### config.mk
export PLATFORM = sky130hd
export DESIGN_NAME = bitmap_run_length_codec_core
export DESIGN_NICKNAME = d
export VERILOG_FILES = /design/src/hw/rtl/rlc_pkg.sv /design/src/hw/rtl/rlc_front.sv /design/src/hw/rtl/rlc_queue.sv /design/src/hw/rtl/rlc_back.sv /design/src/hw/rtl/bitmap_run_length_codec_core.sv
export SDC_FILE = /design/constraint.sdc
export NUM_CORES = 1
export LEC_CHECK = 0
export ABC_AREA = 1
export BUFFER_PORTS_ARGS = -buffer_cell sky130_fd_sc_hd__buf_2
export CELL_PAD_IN_SITES_DETAIL_PLACEMENT = 1
export CELL_PAD_IN_SITES_GLOBAL_PLACEMENT = 2
export CORE_ASPECT_RATIO = 1.2
export CORE_UTILIZATION = 42
export DETAILED_ROUTE_END_ITERATION = 6
export PLACE_DENSITY_LB_ADDON = 0.05
export SLEW_MARGIN = 30
export SYNTH_ARGS = -nofsm -noshare
export SYNTH_HDL_FRONTEND = slang
export SYNTH_SLANG_ARGS = --single-unit
### constraint.sdc
create_clock -name clk -period 15.5 [get_ports clk]
set_input_delay 0 -clock clk [delete_from_list [all_inputs] [get_ports clk]]
set_output_delay 0 -clock clk [all_outputs]
set_load 0.05 [all_outputs]
### src/hw/rtl/rlc_pkg.sv
// Shared types and constants for the bitmap run-length codec.
package rlc_pkg;

    // Codeword length field L; L never exceeds 32.
    localparam int LEN_W = 6;
    // Decode header saturates at this many ones.
    localparam logic [LEN_W-1:0] HDR_MAX = 6'd63;

    // Result queue between front and back.
    localparam int Q_DEPTH = 4;
    localparam int Q_AW    = 2;
    localparam int Q_CW    = 3;

    // Codec modes.
    localparam logic MODE_ENCODE = 1'b0;
    localparam logic MODE_DECODE = 1'b1;

    // Control flags that travel with each queued result.
    typedef struct packed {
        logic is_dec;   // decoded run, not a codeword
        logic dual;     // follow with an empty-run codeword marked last
        logic trail;    // decoded run followed by a one
        logic ovf;      // run count saturated
        logic last;     // final result of the stream
    } rlc_flags_t;

endpackage

### src/hw/rtl/rlc_front.sv
// Front end: mode register, run counting and codeword parsing per input bit.
module rlc_front
    import rlc_pkg::*;
#(
    parameter int RUN_BITS = 32
)
(
    input  logic                clk,
    input  logic                rst_n,
    input  logic                cfg_wr_en,
    input  logic                cfg_wr_data,
    input  logic                take,
    input  logic                in_bit,
    input  logic                eos,
    output logic                push,
    output logic [RUN_BITS-1:0] push_value,
    output logic [LEN_W-1:0]    push_len,
    output rlc_flags_t          push_flags
);

    logic                mode_reg;
    logic [RUN_BITS-1:0] zero_run_reg, zero_run_next;
    logic [LEN_W-1:0]    run_len_reg, run_len_next;
    logic [RUN_BITS:0]   pow_reg, pow_next;
    logic                ovf_reg, ovf_next;
    logic                phase_reg, phase_next;
    logic [LEN_W-1:0]    hdr_reg, hdr_next;
    logic [LEN_W-1:0]    left_reg, left_next;
    logic [RUN_BITS-1:0] body_reg, body_next;
    logic [RUN_BITS:0]   run_inc;

    localparam logic [LEN_W-1:0]  LEN_ONE = LEN_W'(1);
    localparam logic [RUN_BITS:0] POW_TWO = (RUN_BITS+1)'(2);

    assign run_inc = {1'b0, zero_run_reg} + (RUN_BITS+1)'(1);

    always_comb
    begin
        zero_run_next = zero_run_reg;
        run_len_next  = run_len_reg;
        pow_next      = pow_reg;
        ovf_next      = ovf_reg;
        phase_next    = phase_reg;
        hdr_next      = hdr_reg;
        left_next     = left_reg;
        body_next     = body_reg;
        push          = 1'b0;
        push_value    = zero_run_reg;
        push_len      = run_len_reg;
        push_flags    = '0;
        if (take)
        begin
            if (mode_reg == MODE_ENCODE)
            begin
                if (!in_bit)
                begin
                    // Count the zero; saturate at the counter limit.
                    if (&zero_run_reg)
                    begin
                        ovf_next = 1'b1;
                    end
                    else
                    begin
                        zero_run_next = run_inc[RUN_BITS-1:0];
                        if (run_inc == pow_reg)
                        begin
                            run_len_next = run_len_reg + LEN_ONE;
                            pow_next     = pow_reg << 1;
                        end
                    end
                    if (eos)
                    begin
                        push            = 1'b1;
                        push_value      = zero_run_next;
                        push_len        = run_len_next;
                        push_flags.ovf  = ovf_next;
                        push_flags.last = 1'b1;
                    end
                end
                else
                begin
                    // A one closes the run; at end of stream an empty run follows.
                    push            = 1'b1;
                    push_flags.ovf  = ovf_reg;
                    push_flags.dual = eos;
                    zero_run_next   = '0;
                    run_len_next    = LEN_ONE;
                    pow_next        = POW_TWO;
                    ovf_next        = 1'b0;
                end
            end
            else
            begin
                push_flags.is_dec = 1'b1;
                if (!phase_reg)
                begin
                    if (in_bit)
                    begin
                        if (hdr_reg < HDR_MAX)
                        begin
                            hdr_next = hdr_reg + LEN_ONE;
                        end
                    end
                    else
                    begin
                        phase_next = 1'b1;
                        left_next  = hdr_reg;
                        body_next  = '0;
                    end
                end
                else
                begin
                    if (body_reg[RUN_BITS-1])
                    begin
                        body_next = '1;
                        ovf_next  = 1'b1;
                    end
                    else
                    begin
                        body_next = RUN_BITS'({body_reg, in_bit});
                    end
                    if (left_reg == '0)
                    begin
                        push             = 1'b1;
                        push_value       = body_next;
                        push_len         = '0;
                        push_flags.trail = !eos;
                        push_flags.ovf   = ovf_next;
                        push_flags.last  = eos;
                        phase_next       = 1'b0;
                        hdr_next         = '0;
                        body_next        = '0;
                        ovf_next         = 1'b0;
                    end
                    else
                    begin
                        left_next = left_reg - LEN_ONE;
                    end
                end
            end
            // End of stream drops any partial state.
            if (eos)
            begin
                zero_run_next = '0;
                run_len_next  = LEN_ONE;
                pow_next      = POW_TWO;
                ovf_next      = 1'b0;
                phase_next    = 1'b0;
                hdr_next      = '0;
                left_next     = '0;
                body_next     = '0;
            end
        end
    end

    always_ff @(posedge clk or negedge rst_n)
    begin
        if (!rst_n)
        begin
            mode_reg     <= MODE_ENCODE;
            zero_run_reg <= '0;
            run_len_reg  <= LEN_ONE;
            pow_reg      <= POW_TWO;
            ovf_reg      <= 1'b0;
            phase_reg    <= 1'b0;
            hdr_reg      <= '0;
            left_reg     <= '0;
            body_reg     <= '0;
        end
        else if (cfg_wr_en)
        begin
            mode_reg     <= cfg_wr_data;
            zero_run_reg <= '0;
            run_len_reg  <= LEN_ONE;
            pow_reg      <= POW_TWO;
            ovf_reg      <= 1'b0;
            phase_reg    <= 1'b0;
            hdr_reg      <= '0;
            left_reg     <= '0;
            body_reg     <= '0;
        end
        else
        begin
            zero_run_reg <= zero_run_next;
            run_len_reg  <= run_len_next;
            pow_reg      <= pow_next;
            ovf_reg      <= ovf_next;
            phase_reg    <= phase_next;
            hdr_reg      <= hdr_next;
            left_reg     <= left_next;
            body_reg     <= body_next;
        end
    end

endmodule

### src/hw/rtl/rlc_queue.sv
// Small FIFO of pending results between the front and back ends.
module rlc_queue
    import rlc_pkg::*;
#(
    parameter int RUN_BITS = 32
)
(
    input  logic                clk,
    input  logic                rst_n,
    input  logic                push,
    input  logic [RUN_BITS-1:0] push_value,
    input  logic [LEN_W-1:0]    push_len,
    input  rlc_flags_t          push_flags,
    input  logic                pop,
    output logic                head_valid,
    output logic [RUN_BITS-1:0] head_value,
    output logic [LEN_W-1:0]    head_len,
    output rlc_flags_t          head_flags,
    output logic [Q_CW-1:0]     fill
);

    logic [RUN_BITS-1:0] value_mem [Q_DEPTH];
    logic [LEN_W-1:0]    len_mem   [Q_DEPTH];
    rlc_flags_t          flags_mem [Q_DEPTH];
    logic [Q_AW-1:0]     wr_ptr_reg;
    logic [Q_AW-1:0]     rd_ptr_reg;
    logic [Q_CW-1:0]     count_reg, count_next;

    assign head_valid = (count_reg != '0);
    assign head_value = value_mem[rd_ptr_reg];
    assign head_len   = len_mem[rd_ptr_reg];
    assign head_flags = flags_mem[rd_ptr_reg];
    assign fill       = count_reg;

    always_comb
    begin
        count_next = count_reg;
        if (push && !pop)
        begin
            count_next = count_reg + Q_CW'(1);
        end
        else if (pop && !push)
        begin
            count_next = count_reg - Q_CW'(1);
        end
    end

    always_ff @(posedge clk)
    begin
        if (push)
        begin
            value_mem[wr_ptr_reg] <= push_value;
            len_mem[wr_ptr_reg]   <= push_len;
            flags_mem[wr_ptr_reg] <= push_flags;
        end
    end

    always_ff @(posedge clk or negedge rst_n)
    begin
        if (!rst_n)
        begin
            wr_ptr_reg <= '0;
            rd_ptr_reg <= '0;
            count_reg  <= '0;
        end
        else
        begin
            if (push)
            begin
                wr_ptr_reg <= wr_ptr_reg + Q_AW'(1);
            end
            if (pop)
            begin
                rd_ptr_reg <= rd_ptr_reg + Q_AW'(1);
            end
            count_reg <= count_next;
        end
    end

endmodule

### src/hw/rtl/rlc_back.sv
// Back end: builds codewords or run results and holds them in the output register.
module rlc_back
    import rlc_pkg::*;
#(
    parameter int RUN_BITS = 32
)
(
    input  logic                clk,
    input  logic                rst_n,
    input  logic                head_valid,
    input  logic [RUN_BITS-1:0] head_value,
    input  logic [LEN_W-1:0]    head_len,
    input  rlc_flags_t          head_flags,
    output logic                pop,
    output logic                out_valid,
    input  logic                out_ready,
    output logic [63:0]         out_word,
    output logic [6:0]          out_length,
    output logic                out_trail,
    output logic                out_ovf,
    output logic                out_last
);

    logic        valid_reg;
    logic        sec_reg;
    logic [63:0] word_reg;
    logic [6:0]  length_reg;
    logic        trail_reg, ovf_reg, last_reg;

    logic        load;
    logic [LEN_W-1:0] src_len;
    logic [63:0] src_count;
    logic [63:0] hdr_mask;
    logic [63:0] word_next;
    logic [6:0]  length_next;
    logic        trail_next, ovf_next, last_next;

    assign load = !valid_reg || out_ready;
    assign pop  = head_valid && load && (sec_reg || !head_flags.dual);

    always_comb
    begin
        // Second result of a dual entry is the empty-run codeword "00".
        if (sec_reg)
        begin
            src_len   = LEN_W'(1);
            src_count = '0;
        end
        else
        begin
            src_len   = head_len;
            src_count = 64'(head_value);
        end
        // Header ones sit above a zero at bit L, below bit 2L.
        for (int i = 0; i < 64; i++)
        begin
            hdr_mask[i] = (7'(i) > {1'b0, src_len}) && (7'(i) < {src_len, 1'b0});
        end
        if (!sec_reg && head_flags.is_dec)
        begin
            word_next   = src_count;
            length_next = '0;
            trail_next  = head_flags.trail;
            ovf_next    = head_flags.ovf;
            last_next   = head_flags.last;
        end
        else if (sec_reg)
        begin
            word_next   = hdr_mask | src_count;
            length_next = {src_len, 1'b0};
            trail_next  = 1'b0;
            ovf_next    = 1'b0;
            last_next   = 1'b1;
        end
        else
        begin
            word_next   = hdr_mask | src_count;
            length_next = {src_len, 1'b0};
            trail_next  = 1'b0;
            ovf_next    = head_flags.ovf;
            last_next   = head_flags.last;
        end
    end

    always_ff @(posedge clk)
    begin
        if (load && head_valid)
        begin
            word_reg   <= word_next;
            length_reg <= length_next;
            trail_reg  <= trail_next;
            ovf_reg    <= ovf_next;
            last_reg   <= last_next;
        end
    end

    always_ff @(posedge clk or negedge rst_n)
    begin
        if (!rst_n)
        begin
            valid_reg <= 1'b0;
            sec_reg   <= 1'b0;
        end
        else if (load)
        begin
            valid_reg <= head_valid;
            if (head_valid)
            begin
                sec_reg <= !sec_reg && head_flags.dual;
            end
        end
    end

    assign out_valid  = valid_reg;
    assign out_word   = word_reg;
    assign out_length = length_reg;
    assign out_trail  = trail_reg;
    assign out_ovf    = ovf_reg;
    assign out_last   = last_reg;

endmodule

### src/hw/rtl/bitmap_run_length_codec_core.sv
// Path: a result goes from its transfer into the queue, then into the output register.
// Throughput: one input transfer per cycle while the four-entry result queue has room;
//   one result per ready output cycle; an encode stream ending in a one gives two results.
// The queue fill sets the input side: s_axis_tready drops only while the queue is full.
// Reset (rst_n low, asynchronous): encode mode, all run and parse state cleared, queue empty.
// Writing codec_mode clears all run and parse state as well.
module bitmap_run_length_codec_core
    import rlc_pkg::*;
#(
    parameter int RUN_BITS = 32
)
(
    input  logic        clk,
    input  logic        rst_n,
    // Configuration: codec_mode (0 encode, 1 decode)
    input  logic        cfg_wr_en,
    input  logic        cfg_wr_data,
    // Input stream
    input  logic        s_axis_tvalid,
    output logic        s_axis_tready,
    input  logic [7:0]  s_axis_tdata,   // [0] in_bit, [7:1] zero
    input  logic        s_axis_tlast,   // end_of_stream
    // Result stream
    output logic        m_axis_tvalid,
    input  logic        m_axis_tready,
    output logic [71:0] m_axis_tdata,   // [63:0] code_word, [70:64] code_length, [71] zero
    output logic [1:0]  m_axis_tuser,   // [0] trailing_one, [1] overflow
    output logic        m_axis_tlast    // last_result
);

    logic                take;
    logic                push;
    logic [RUN_BITS-1:0] push_value;
    logic [LEN_W-1:0]    push_len;
    rlc_flags_t          push_flags;
    logic                pop;
    logic                head_valid;
    logic [RUN_BITS-1:0] head_value;
    logic [LEN_W-1:0]    head_len;
    rlc_flags_t          head_flags;
    logic [Q_CW-1:0]     fill;
    logic [63:0]         out_word;
    logic [6:0]          out_length;
    logic                out_trail;
    logic                out_ovf;

    // Accept a bit whenever the queue has a free slot, even if the output stalls.
    assign s_axis_tready = (fill != Q_CW'(Q_DEPTH));
    assign take          = s_axis_tvalid && s_axis_tready;

    rlc_front #(
        .RUN_BITS (RUN_BITS)
    ) u_front (
        .clk         (clk),
        .rst_n       (rst_n),
        .cfg_wr_en   (cfg_wr_en),
        .cfg_wr_data (cfg_wr_data),
        .take        (take),
        .in_bit      (s_axis_tdata[0]),
        .eos         (s_axis_tlast),
        .push        (push),
        .push_value  (push_value),
        .push_len    (push_len),
        .push_flags  (push_flags)
    );

    // Decouple parsing from output backpressure.
    rlc_queue #(
        .RUN_BITS (RUN_BITS)
    ) u_queue (
        .clk        (clk),
        .rst_n      (rst_n),
        .push       (push),
        .push_value (push_value),
        .push_len   (push_len),
        .push_flags (push_flags),
        .pop        (pop),
        .head_valid (head_valid),
        .head_value (head_value),
        .head_len   (head_len),
        .head_flags (head_flags),
        .fill       (fill)
    );

    // Build the result and hold it until the sink takes the transfer.
    rlc_back #(
        .RUN_BITS (RUN_BITS)
    ) u_back (
        .clk        (clk),
        .rst_n      (rst_n),
        .head_valid (head_valid),
        .head_value (head_value),
        .head_len   (head_len),
        .head_flags (head_flags),
        .pop        (pop),
        .out_valid  (m_axis_tvalid),
        .out_ready  (m_axis_tready),
        .out_word   (out_word),
        .out_length (out_length),
        .out_trail  (out_trail),
        .out_ovf    (out_ovf),
        .out_last   (m_axis_tlast)
    );

    assign m_axis_tdata = {1'b0, out_length, out_word};
    assign m_axis_tuser = {out_ovf, out_trail};

`ifndef SYNTHESIS
    // Input side stalls only because the queue is full.
    assert property (@(posedge clk) disable iff (!rst_n)
        !s_axis_tready |-> (fill == Q_CW'(Q_DEPTH)))
        else $error("input stalled with room in the result queue");

    // A decoded run that ends the stream is never followed by a one.
    assert property (@(posedge clk) disable iff (!rst_n)
        (m_axis_tvalid && m_axis_tlast) |-> !m_axis_tuser[0])
        else $error("final result flags a trailing one");

    // Codeword lengths are always even.
    assert property (@(posedge clk) disable iff (!rst_n)
        m_axis_tvalid |-> !m_axis_tdata[64])
        else $error("odd codeword length");
`endif

endmodule
After elaboration in Yosys (flattened, before gate mapping)
Memory sizes are Yosys's and may differ from the RTL's.
Cells that the tools add are included.
W data, S select, Z words.

cells by class
  add/subtract/negate cells = 8
  order comparisons = 127
  eq/ne operators = 8
  muxes and demuxes = 99
  bitwise logic cells = 1
  reduce and logical (&&, ||, !) cells = 95

operators by type and width
  operator                 number
  $mux W32                 21
  $mux W33                 7
  $lt A6 B7 Y1 const A     32
  $gt A6 B6 Y1 const A     32
  $mux W6                  29
  $lt A5 B7 Y1 const A     16
  $gt A5 B6 Y1 const A     16
  $logic_and A1 B1 Y1      70
  $mux W64                 1
  $or A64 B32 Y64          1
  $lt A4 B7 Y1 const A     8
  $gt A4 B6 Y1 const A     8
  $mux W1                  34
  $add A32 B1 Y33 const B  1
  $eq A33 B33 Y1           1
  $reduce_and A32 Y1       1
  $lt A3 B7 Y1 const A     4
  $gt A3 B6 Y1 const A     4
  $ne A4 B4 Y1 const B     4
  $lt A2 B7 Y1 const A     2
  $add A6 B1 Y6 const B    2
  $gt A2 B6 Y1 const A     2
  $mux W3                  4
  $reduce_bool A4 Y1       3
  20 further kinds         35

word-level totals
  flip-flop bits (word level) = 201
  RAM bits = 172
  input port bits = 15
  output and inout bits = 77
  logic and storage cells = 361
  memories kept = 3

memory list
  memory             words  bits a word  read ports  clocked after Yosys merged registers in  wr ports  line             source
  u_queue.value_mem  4      32           1           0                                        1         rlc_queue.sv:22  logic [RUN_BITS-1:0] value_mem [Q_DEPTH];
  u_queue.len_mem    4      6            1           0                                        1         rlc_queue.sv:23  logic [LEN_W-1:0] len_mem [Q_DEPTH];
  u_queue.flags_mem  4      5            1           0                                        1         rlc_queue.sv:24  rlc_flags_t flags_mem [Q_DEPTH];

Depth between registers and ports, before layout
  word-level depth = 9
  gate-level depth with buffers = 21
  depth with buffers taken out = 21

Modules after synthesis
From an unflattened synthesis, not the netlist that was laid out.

unflattened totals
  cells, all modules = 2375
  area total of the unflattened synthesis = 19846.5 µm²

modules (own cells, without submodules)
  module                        instances  cells an instance  area an instance (µm²)
  rlc_front                     1          1420               8926.1
  rlc_queue                     1          549                7188.1
  rlc_back                      1          398                3683.5
  bitmap_run_length_codec_core  1          8                  48.8

Worst setup path before layout
No wires, ideal clock.

  path kind = register -> register
  start point = register u_queue.count_reg[1] (netlist: u_queue.fill[1])
  end point = register u_queue.count_reg[1] (netlist: u_queue.fill[1])
  setup time = 0.123 ns
  data arrival time = 6.031 ns
  path slack = 9.346 ns
  cell stages (with the launch flop) = 9
  path buffers = 0
  clock period less this slack = 6.154 ns
  cell sequence = dfrtp_1 inv_1 a31oi_1 nand2_1 ha_1 inv_1 fa_1 nor2_1 a21oi_1

on the way
  longest elaborated chain between the ends = 6
  elaborated cells on any way between the ends = 15
  classes of those cells = 2 x add/sub; 1 x eq/ne; 3 x mux; 9 x reduce/logical

ends and longest elaborated chain
  what                                                   line             source
  start, declared                                        rlc_queue.sv:27  logic [Q_CW-1:0] count_reg, count_next;
  start signal, assigned                                 rlc_queue.sv:76  count_reg <= count_next;
  branches (longest 5 deep; another with $sub A3 B1 Y3)  --
  $mux W3 (*)                                            rlc_queue.sv:38  if (push && !pop)
  net u_queue.count_next[1]                              rlc_queue.sv:27

Mark *: on every way through the listed nets, which the timed path passes. The select of a mux whose other input is x is not followed.
A chain may end at the register's enable or synchronous reset.

Worst setup path after layout
  start point = register u_queue.count_reg[1] (netlist: u_queue.fill[1])
  end point = register u_queue.count_reg[1] (netlist: u_queue.fill[1])

on the way
  elaborated cells on any way between the ends = 15
  classes of those cells = 2 x add/sub; 1 x eq/ne; 3 x mux; 9 x reduce/logical

RTL lines
  what                       line                                source
  $ne A3 B3 Y1               bitmap_run_length_codec_core.sv:48  assign s_axis_tready = (fill != Q_CW'(Q_DEPTH));
  $logic_and A1 B1 Y1        bitmap_run_length_codec_core.sv:49  assign take = s_axis_tvalid && s_axis_tready;
  $mux W1                    rlc_front.sv:51                     if (take)
  net push                   bitmap_run_length_codec_core.sv:32  logic push;
  $logic_and A1 B1 Y1        rlc_queue.sv:38
  $mux W3                    rlc_queue.sv:38
  net u_queue.count_next[1]  rlc_queue.sv:27

The timed path passes the listed nets, and every way through them passes these cells. The select of a mux whose other input is x is not followed.

==> impl_metrics.py <==
metrics = {
    "run_status": {
        "outcome": "finished, final reports clean",
    },
    "floorplanning": {
        "die_ht_um": 232,
        "initial_utilization": 0.429,
        "design.portCount": 92,
        "design.core.area_mm2": 0.0431,
        "die-width_um": 194,
        "floorplan.die_area_mm2": 0.0449,
        "number_of_placement_rows": 83,
    },
    "clock_network": {
        "clock_latency_reported_for_the_late_side_of_the_worst_skew_pair_ns": 0.58,
        "postCtsSetupBuffers": 0,
        "cts.root.buffer_cell": "sky130_fd_sc_hd__clkbuf_16",
        "cts.sinks": 371,
        "tritoncts_clock_tree": "done",
        "numCtsBuffers": 42,
        "clk_pin_slew_worst_paths_ns": 0.06,
        "clk_path_buf_depth": 3,
        "max_h_tree_level": 2,
    },
    "power_and_ir_drop": {
        "design_power_total_w": 0.00400,
        "power.ir.vdd_worst_mv": 0.0812,
        "total_leakage_power_nw": 8.50,
        "share_seq_of_total_power": 0.346,
        "power.switching_fraction": 0.426,
        "share_comb_of_total_power": 0.403,
        "power_density_mw_per_mm2": 191,
        "net_sw_power_w": 0.00170,
        "p_int_w": 0.00229,
        "clockPowerShare": 0.251,
    },
    "finish": {
        "share_of_final_layout_standard_cells_stronger_than_drive_strength_1": 0.110,
        "num_antenna_cells": 0,
        "syn2layout_area_growth_pct": 13.1,
        "multi_input_comb_area_mm2": 0.00678,
        "largest_register_ff_count": 128,
        "top_register": "u_queue.value_mem",
        "ff_latch_area_mm2": 0.0105,
        "nFillCells": 4919,
        "fin_nets": 2122,
    },
    "timing": {
        "timing.fmax_ghz": 0.203,
        "hold_viol_final": 0,
        "timing_worst_slew_pin_value_ns": 0.948,
        "fin_setup_tns_ns": 0,
        "post-route-period-util": 0.317,
        "finalSetupViolCount": 0,
        "post-route-min-period_ns": 4.92,
        "finalClockSkew_ns": 0.0157,
        "timing.slew.headroom": 0.362,
        "finalMaxSlewViolations": 0,
        "unrepaired_setup_endpoints_after_global_routing": "no",
    },
    "critical_path": {
        "timing.setup.critical_path_class": "flip-flop to flip-flop",
        "crit_path_top_delay_cell": "sky130_fd_sc_hd__nand2_1",
        "critPathRequiredTime_ns": 15.96,
        "r2r-start": "u_queue.fill[1]",
        "setup.worst_path.start_class": "flip-flop",
        "timing.critical_path.arrival_ns": 5.37,
        "worstPathCellList": "inv_1 > nand3_1 > nand2_1 > inv_2 > o21ai_1 > clkinv_1 > nand2_1 > inv_1 > ha_1 > inv_1 > fa_1 > nor2_1 > a21oi_1",
        "end_kind": "flip-flop",
        "critical_path.max_stage_delay_ns": 0.71,
        "crit_start": "u_queue.fill[1]",
        "critical_path.most_common_cell": "sky130_fd_sc_hd__inv_1",
        "cp_max_fo": 36,
    },
    "route": {
        "firstDrtPassIters": 5,
        "drt.antenna.violating_nets": 0,
        "avgViaCountPerCell": 5.58,
        "detailroute.via_count": 15000,
        "drt_iter0_markers": 748,
        "drc": 0,
        "routed_wirelength_mm": 56.7,
        "wl_per_cell_um": 21.1,
    },
    "placed_design": {
        "dp_hpwl_mm": 40.1,
        "placement.io_buffers": 82,
        "routabilityCongestion": 0.904,
    },
    "global_route": {
        "number_of_global_route_vias_before_repair": 15700,
        "number_of_antenna_violations_at_the_first_check_in_global_routing": 0,
        "grt_overflow_total": 0,
        "grt_use_total": 0.259,
        "grt_start_max_net_pins": 90,
        "global_route_wire_length_before_repair_mm": 90.0,
    },
    "synthesis": {
        "synth-warning-count": 0,
        "number_of_enable_flip_flop_cells_after_synthesis": 245,
        "netlist_area_mm2": 0.0185,
        "netlist_instances": 2038,
        "yosysSeqAreaShare": 0.568,
        "post_synth_num_cell_types": 56,
        "synth_area_per_cell_um2": 9.08,
        "postSynth.topFlopCell": "sky130_fd_sc_hd__edfxtp_1",
        "asyncSetResetFlopFracSynth": 0.340,
        "synth.ff_latch_count": 371,
    },
    "flow_run": {
        "max-cap-violations": 0,
    },
    "hold_path": {
        "hold_path.class": "primary input to async pin",
    },
}
[cells by family after synthesis]
kind of cell | share of synthesized area
XOR/XNOR | 0.00588
buffers and inverters | 0.0689
flip-flops | 0.568
other | 0.000203
AO/OA/AOI/OAI | 0.151
adder cells (fa/ha/maj) | 0.00717
AND/OR/NAND/NOR | 0.199
[power groups by stage]
stage | Sequential, W | Combinational [W] | Clock, W
floorplan | 0.00175 | 0.000765 | 0
global placement | 0.00139 | 0.00157 | 0
detailed placement | 0.00141 | 0.00159 | 0
CTS | 0.00139 | 0.00160 | 0.00103
global route | 0.00140 | 0.00173 | 0.00106
finish | 0.00138 | 0.00161 | 0.00101
[final timing paths]
check | endpoint | slack (ns) | cells past startpoint
setup / recovery | u_queue.fill[1] | 10.58 | 13
hold / removal | u_front.hdr_reg[0] | 0.05 | 2
setup reg to reg | u_queue.fill[1] | 10.58 | 13
hold reg to reg | u_front.body_reg[5] | 0.48 | 2
max in group asynchronous | u_queue.rd_ptr_reg[0] | 14.22 | 3
min in group clk | u_queue.flags_mem[0][2] | 0.40 | 3
[per-layer routing]
layer | vias up | part of all wire | GRT usage
li1 | 7165 | - | -
met1 | 7413 | 0.44 | 0.329
met2 | 285 | 0.48 | 0.446
met3 | 121 | 0.033 | 0.0324
met4 | 0 | 0.043 | 0.113
met5 | - | 0 | 0
[critical path, delay by kind of cell (launching register included)]
kind | cells | cell delay (ns)
AO/OA/AOI/OAI | 2 | 0.47
adder cells (fa/ha/maj) | 2 | 0.65
buffers and inverters | 5 | 1.54
flip-flops | 1 | 0.40
AND/OR/NAND/NOR | 4 | 1.73
[layout make-up]
type,count,share of cell area
Clock buffer,64,0.0575
Clock inverter,14,0.00938
Sequential cell,371,0.502
Inverter,215,0.0387
Tap cell,552,0.0330
Timing Repair Buffer,117,0.0355
Multi-Input combinational cell,1350,0.324
[cell usage after synthesis, drive strengths merged, types with 3 or more instances]
cell type | count | area share
clkinv | 7 | 0.0014
buf | 27 | 0.0097
ha | 9 | 0.0061
or2 | 5 | 0.0017
o31ai | 11 | 0.0045
inv | 208 | 0.042
nor3b | 3 | 0.0012
clkbuf | 76 | 0.015
a2111oi | 3 | 0.0014
a211oi | 5 | 0.0020
a221oi | 12 | 0.0057
nand2 | 432 | 0.089
o22ai | 87 | 0.029
nor3 | 25 | 0.0068
a32o | 7 | 0.0038
a31oi | 10 | 0.0034
dfrtp | 124 | 0.17
a221o | 10 | 0.0054
nand3 | 155 | 0.043
o21ai | 143 | 0.039
o211ai | 10 | 0.0041
nor4 | 4 | 0.0014
nor2 | 224 | 0.051
xor2 | 7 | 0.0037
a21oi | 138 | 0.037
nand4 | 8 | 0.0027
a31o | 11 | 0.0052
edfxtp | 245 | 0.40
a22oi | 14 | 0.0057
[cell usage in the layout, fill, tap and decap left out, types with 24 or more instances in the layout]
| cell | Yosys | routed |
|---|---|---|
| sky130_fd_sc_hd__nand2_1 | 424 | 424 |
| sky130_fd_sc_hd__edfxtp_1 | 245 | 245 |
| sky130_fd_sc_hd__inv_1 | 205 | 204 |
| sky130_fd_sc_hd__nor2_1 | 207 | 201 |
| sky130_fd_sc_hd__nand3_1 | 151 | 151 |
| sky130_fd_sc_hd__a21oi_1 | 138 | 137 |
| sky130_fd_sc_hd__o21ai_0 | 135 | 135 |
| sky130_fd_sc_hd__dfrtp_1 | 124 | 123 |
| sky130_fd_sc_hd__o22ai_1 | 87 | 87 |
| sky130_fd_sc_hd__buf_2 | 9 | 81 |
| sky130_fd_sc_hd__clkbuf_16 | 0 | 42 |
| sky130_fd_sc_hd__nor3_1 | 25 | 25 |
| sky130_fd_sc_hd__buf_4 | 6 | 24 |
[repair_timing]
item                                    4_1_cts  5_1_grt
endpoints found under the hold margin       101        0
resized for setup                             0        0
hold buffers                                  8        0
endpoints found under the setup margin        0        0
[per-stage QoR]
stage	setup WS (ns)	utilization	cells	area, um2	hold slack, ns
global placement	9.80	0.450	2595	19400	0.122
CTS	9.70	0.485	2681	20900	0.0694
floorplan	9.35	-	2039	18500	-0.296
detailed placement	9.73	0.450	2595	19400	0.123
finish	10.58	0.486	2683	20900	0.0484
global route	10.06	0.486	2683	20900	0.108
Note: power is estimated with default switching activity, not from simulation.
